--- config.mk ---
export PLATFORM = sky130hd
export DESIGN_NAME = q2e_sqrt_cell
export DESIGN_NICKNAME = d
export VERILOG_FILES = /design/src/rtl/q2e_pkg.sv /design/src/rtl/q2e_sqrt_cell.sv
export SDC_FILE = /design/constraint.sdc
export NUM_CORES = 1
export LEC_CHECK = 0
export BUFFER_PORTS_ARGS = -buffer_cell sky130_fd_sc_hd__buf_2
export CAP_MARGIN = 5
export CORE_MARGIN = 2
export CORE_UTILIZATION = 53
export DETAILED_ROUTE_END_ITERATION = 12
export PLACE_DENSITY = 0.93
export SETUP_SLACK_MARGIN = 0.5
export SYNTH_ARGS = -nofsm -noshare
export SYNTH_HDL_FRONTEND = slang
export SYNTH_SLANG_ARGS = --single-unit
export TNS_END_PERCENT = 20
--- constraint.sdc ---
create_clock -name clk_i -period 4.49 [get_ports clk_i]
set_input_delay 0.449 -clock clk_i [delete_from_list [all_inputs] [get_ports clk_i]]
set_output_delay 0.449 -clock clk_i [all_outputs]
set_load 0.01 [all_outputs]
--- src/rtl/q2e_pkg.sv ---
// Shared types, widths and the arctangent table of the quaternion-to-Euler bin pipeline.
`default_nettype none

package q2e_pkg;

  // Default number of bins per angle range
  localparam int unsigned ANGLE_STEPS_DEF = 18;

  // Field and datapath widths
  localparam int unsigned QW           = 16;  // quaternion component
  localparam int unsigned PW           = 32;  // component product
  localparam int unsigned OPW          = 34;  // atan2 operand
  localparam int unsigned SW           = 32;  // clamped pitch sine
  localparam int unsigned CW           = 38;  // CORDIC x/y
  localparam int unsigned AW           = 34;  // binary angle accumulator
  localparam int unsigned SQW          = 64;  // square root remainder/result
  localparam int unsigned BINW         = 5;   // bin field
  localparam int unsigned STEPW        = 8;   // bin count
  localparam int unsigned CORDIC_ITERS = 31;
  localparam int unsigned SQRT_CELLS   = 32;

  // One input item
  typedef struct packed {
    logic signed [QW-1:0] quat_w;
    logic signed [QW-1:0] quat_x;
    logic signed [QW-1:0] quat_y;
    logic signed [QW-1:0] quat_z;
  } quat_t;

  // One result item
  typedef struct packed {
    logic [BINW-1:0] roll_bin;
    logic [BINW-1:0] pitch_bin;
    logic [BINW-1:0] yaw_bin;
  } bins_t;

  // State handed along the CORDIC row
  typedef struct packed {
    logic signed [CW-1:0] x;
    logic signed [CW-1:0] y;
    logic signed [AW-1:0] acc;
    logic                 frz;  // angle settled by a special case
  } cord_t;

  // State handed along the square root row
  typedef struct packed {
    logic [SQW-1:0] rem;
    logic [SQW-1:0] res;
  } sqrt_t;

  // atan(2^-i) in binary angle units, pi = 2^31
  function automatic logic signed [AW-1:0] atan_tab(input int unsigned idx);
    logic [31:0] v;
    unique case (idx)
      0:  v = 32'h20000000;
      1:  v = 32'h12E4051E;
      2:  v = 32'h09FB385B;
      3:  v = 32'h051111D4;
      4:  v = 32'h028B0D43;
      5:  v = 32'h0145D7E1;
      6:  v = 32'h00A2F61E;
      7:  v = 32'h00517C55;
      8:  v = 32'h0028BE53;
      9:  v = 32'h00145F2F;
      10: v = 32'h000A2F98;
      11: v = 32'h000517CC;
      12: v = 32'h00028BE6;
      13: v = 32'h000145F3;
      14: v = 32'h0000A2FA;
      15: v = 32'h0000517D;
      16: v = 32'h000028BE;
      17: v = 32'h0000145F;
      18: v = 32'h00000A30;
      19: v = 32'h00000518;
      20: v = 32'h0000028C;
      21: v = 32'h00000146;
      22: v = 32'h000000A3;
      23: v = 32'h00000051;
      24: v = 32'h00000029;
      25: v = 32'h00000014;
      26: v = 32'h0000000A;
      27: v = 32'h00000005;
      28: v = 32'h00000003;
      29: v = 32'h00000001;
      30: v = 32'h00000001;
      default: v = '0;
    endcase
    return $signed({{(AW-32){1'b0}}, v});
  endfunction

endpackage

`default_nettype wire

--- src/rtl/q2e_sqrt_cell.sv ---
// One digit cell of the pipelined integer square root.
`default_nettype none

module q2e_sqrt_cell
  import q2e_pkg::*;
#(
  parameter int unsigned BIT_POS  = 62,
  parameter int unsigned PAY_W    = 1
) (
  input  wire logic             clk_i,
  input  wire logic             en_i,
  input  wire sqrt_t            sqrt_i,
  input  wire logic [PAY_W-1:0] pay_i,
  output      sqrt_t            sqrt_o,
  output      logic [PAY_W-1:0] pay_o
);

  localparam logic [SQW-1:0] BitC = SQW'(1) << BIT_POS;

  sqrt_t          sqrt_d;
  sqrt_t          sqrt_q;
  logic [PAY_W-1:0] pay_q;
  logic [SQW-1:0] trial;

  // Try this digit against the remainder
  always_comb begin
    trial = sqrt_i.res + BitC;
    if (sqrt_i.rem >= trial) begin
      sqrt_d.rem = sqrt_i.rem - trial;
      sqrt_d.res = (sqrt_i.res >> 1) + BitC;
    end else begin
      sqrt_d.rem = sqrt_i.rem;
      sqrt_d.res = sqrt_i.res >> 1;
    end
  end

  // Advance with the pipe
  always_ff @(posedge clk_i) begin
    if (en_i) begin
      sqrt_q <= sqrt_d;
      pay_q  <= pay_i;
    end
  end

  assign sqrt_o = sqrt_q;
  assign pay_o  = pay_q;

endmodule

`default_nettype wire

Yosys cells after proc, flatten, opt, wreduce, memory -nomap -nowiden. Cells that the tools add are included.

Add/subtract/negate cells: 3. Order comparisons: 1. Mux-type cells: 1.

Operators with widths (count): two-way mux 128 bit (1); adder 63 x 63 -> 64 bit, second input constant (1); adder 64 x 63 -> 64 bit, second input constant (1); greater-or-equal comparator 64 bit (1); subtractor 64 bit (1).

Bits in registers: 129. Output and inout port bits: 129. Word-level logic and storage cells: 9.

Depth between registers and ports, before layout.
Word-level depth: 3. Mapped depth: 14.

Least setup slack after synthesis. Ideal clock, no wire load.

Path type: input to register. Start point: in sqrt_i[16] in the netlist's numbering. End point: reg sqrt_q (netlist bit sqrt_o[124]) (data pin). Setup time: 0.257 ns. Data arrival time: 3.055 ns. Setup slack: 1.178 ns. Cell stages on the path: 12. Cells stage by stage: inv_1 ha_1 and2_1 nand3_1 or3_1 a41o_1 nor3_2 o21ai_1 o41ai_4 or4b_1 a21oi_1 nor3_1.

RTL lines: start: declaration (line q2e_sqrt_cell.sv:12) `input wire sqrt_t sqrt_i,`; end signal: assignment (line q2e_sqrt_cell.sv:40) `sqrt_q <= sqrt_d;`; end: declaration (line q2e_sqrt_cell.sv:21) `sqrt_t sqrt_q;`.

==> summary.md <==
| Metric | Value |
|---|---|
| TritonCTS clock tree | `built` |
| DIE AREA | `0.0173 mm^2` |
| Initial Utilization | `0.544` |
| First-pass GRT wire length | `37.6 mm` |
| Hold buffer count at cts | `0` |
| Clock Path Buffers | `2` |
| Wire length per cell | `17.4 um` |
| Crit end category | `flop` |
| Routed vias/inst | `5.82` |
| Crit path max fanout | `6` |
| Mapped cell area | `0.00864 mm^2` |
| Post-synthesis sequential area ratio | `0.448` |
| Area after DPL | `0.0101 mm^2` |
| DRT Pass-1 Iters | `6` |
| Syn nets | `1082` |
| Drt total wl | `23.7 mm` |
| Worst Path Required | `4.75 ns` |
| Port Buffer Count | `259` |
| Post-synth EDFFs | `129` |
| Initial antenna violation count | `1` |
| CP dominant cell by count | `a21oi_1` |
| Total grt overflow | `0` |
| Post-synth cell types | `58` |
| Final worst-path cycle share | `0.806` |
| YS warnings | `0` |
| H-tree depth | `4` |
| Top post-synthesis cells by area | `edfxtp_1, ha_1, a21oi_1` |
| CP max stage delay | `0.61 ns` |
| Root Driver | `clkbuf_16` |
| Final hold vios | `0` |
| Setup TNS | `0 ns` |
| Outcome | `complete, no violations` |
| GPL Wtd Cong | `0.946` |
| Vias in the first global route | `7668` |
| # clock sinks | `129` |
| Peak Freq | `0.276 GHz` |
| Row count | `46` |
| Seq cells post-synth | `129` |
| GRT Overall Usage | `0.271` |
| Post-synth ARST share | `0` |
| Via count | `7935` |
| Die Ht | `132 um` |
| Worst slew margin | `0.400` |
| Crit path cell chain | `buf_2 > inv_1 > ha_1 > o211ai_1 > a21oi_1 > o41ai_1 > nand4bb_1 > a31oi_1 > o21ai_1 > a21oi_1 > o21ai_0 > and4_1 > nor3_1` |
| CTS resizes | `0` |
| # DRC | `0` |
| Worst Path Class, Setup | `input port to flop` |
| Maxcap violations | `0` |
| Antenna Violating Nets Remaining | `0` |
| Mapped Avg Cell Area | `9.75 um^2` |
| Fin cells | `1363` |
| Final HPWL DP | `17.7 mm` |
| CP startpoint kind | `input port` |
| WHS | `0.199 ns` |
| Clock-pin slew on the worst setup and hold paths | `0.06 ns` |
| VDD IR max | `0.000241 V` |
| Critical-path top delay cell | `o41ai_1` |
| Synth top cells by count | `edfxtp_1, a21oi_1, nor2_1, inv_1, ha_1` |
| WP buf/inv | `2` |
| Design Area, Final | `0.0107 mm^2` |
| Max-slew violations | `0` |
| Crit path DAT | `3.88 ns` |
| Most frequent cell after synthesis | `edfxtp_1` |
| Worst Hold Class | `input port to flop` |
| Synth Instances | `886` |
| Largest net degree at the start of global routing | `95` |
| Net count reported at finish | `1329` |
| CTS buffer count | `17` |
| RSZ-0062 raised after global routing | `false` |
| Share of layout cells above drive strength 1 | `0.273` |
| 1st-iter DRT viols | `788` |
| Top FF cell, synth | `edfxtp_1` |
| Core area | `0.0159 mm^2` |
| Die X | `132 um` |
| Total I/O pin count | `260` |
| Setup-failing EPs final | `0` |
| Final min period | `3.62 ns` |
| Worst path top cell family by delay | `compound AO/OA/AOI/OAI gates` |
| Leading area contributor after synthesis | `edfxtp_1` |
| Synthesis-to-layout area growth | `23.9%` |
| LEAKAGE | `4.95 nW` |
| Post-CTS setup buffers | `0` |
| Placed cells | `1330` |
| Worst Tran Pin Value | `0.899 ns` |
| Filler cells | `1172` |
| Cell Pwr Density | `375 mW/mm^2` |
| Yosys top cell area share | `0.448` |
==> registers in the layout, summed over array words and instances, names as in the netlist <==
signal and cells:
pay_o 1, sqrt_o 128
==> cells by family after synthesis <==
logic type / synth area share
AO/OA/AOI/OAI: 0.197
AND/OR/NAND/NOR: 0.131
flip-flops: 0.448
buffers and inverters: 0.0517
adder cells (fa/ha/maj): 0.0950
XOR/XNOR: 0.0568
multiplexers: 0.0194
==> cell type report <==
type | instances | area [um^2] | area share
inverter | 78 | 293 | 0.0274
tap | 216 | 270 | 0.0253
clock buffer | 18 | 429 | 0.0401
sequential | 129 | 3870 | 0.362
antenna | 1 | 2.50 | 0.000234
clock inverter | 14 | 140 | 0.0131
multi-input combinational | 642 | 4320 | 0.404
timing repair buffer | 265 | 1370 | 0.128
==> through the flow <==
step                worst slack (ns)  total power, mW  utilization
finish                         0.871             4.02        0.674
global route                   0.615             4.18        0.674
CTS                            0.921             4.01        0.673
detailed placement             0.513             2.64        0.638
global placement               0.663             2.61        0.638
floorplan                       1.18             2.26            -
==> power breakdown <==
part,switching (mW),internal [mW],total (mW)
Combinational,0.655,0.455,1.11
Clock,0.556,0.813,1.37
Sequential,0.0336,1.50,1.54
==> cells in the final DEF, fill, tap and decap left out, drive strengths merged, types with 7 or more instances in the layout <==
cell / netlist / routed
mux2: 14 / 14
edfxtp: 129 / 129
a21o: 49 / 49
nand2: 52 / 52
and2: 10 / 10
xnor2: 36 / 36
a31oi: 7 / 7
nor2: 82 / 82
and3: 13 / 13
o21ai: 43 / 43
o21a: 7 / 7
o211ai: 7 / 7
nand3: 14 / 14
a21oi: 111 / 111
clkbuf: 26 / 18
buf: 11 / 265
nor2b: 10 / 10
nand4: 18 / 18
nor3: 12 / 12
ha: 64 / 64
o21bai: 11 / 11
xor2: 20 / 20
inv: 78 / 80
==> metal layers <==
layer	up-vias	part of all wire	global-route usage
met5	-	0	0
met4	0	0.030	0.104
met3	64	0.082	0.0637
met2	436	0.49	0.460
met1	3710	0.40	0.334
li1	3725	-	-
==> path summary, 6_finish.rpt <==
path,slack (ns),cells after the start,start,end
hold / removal,0.20,1,pay_i,pay_o
setup / recovery,0.87,13,sqrt_i[3],sqrt_o[124]
No activity file was read; power rests on OpenSTA's default activity.
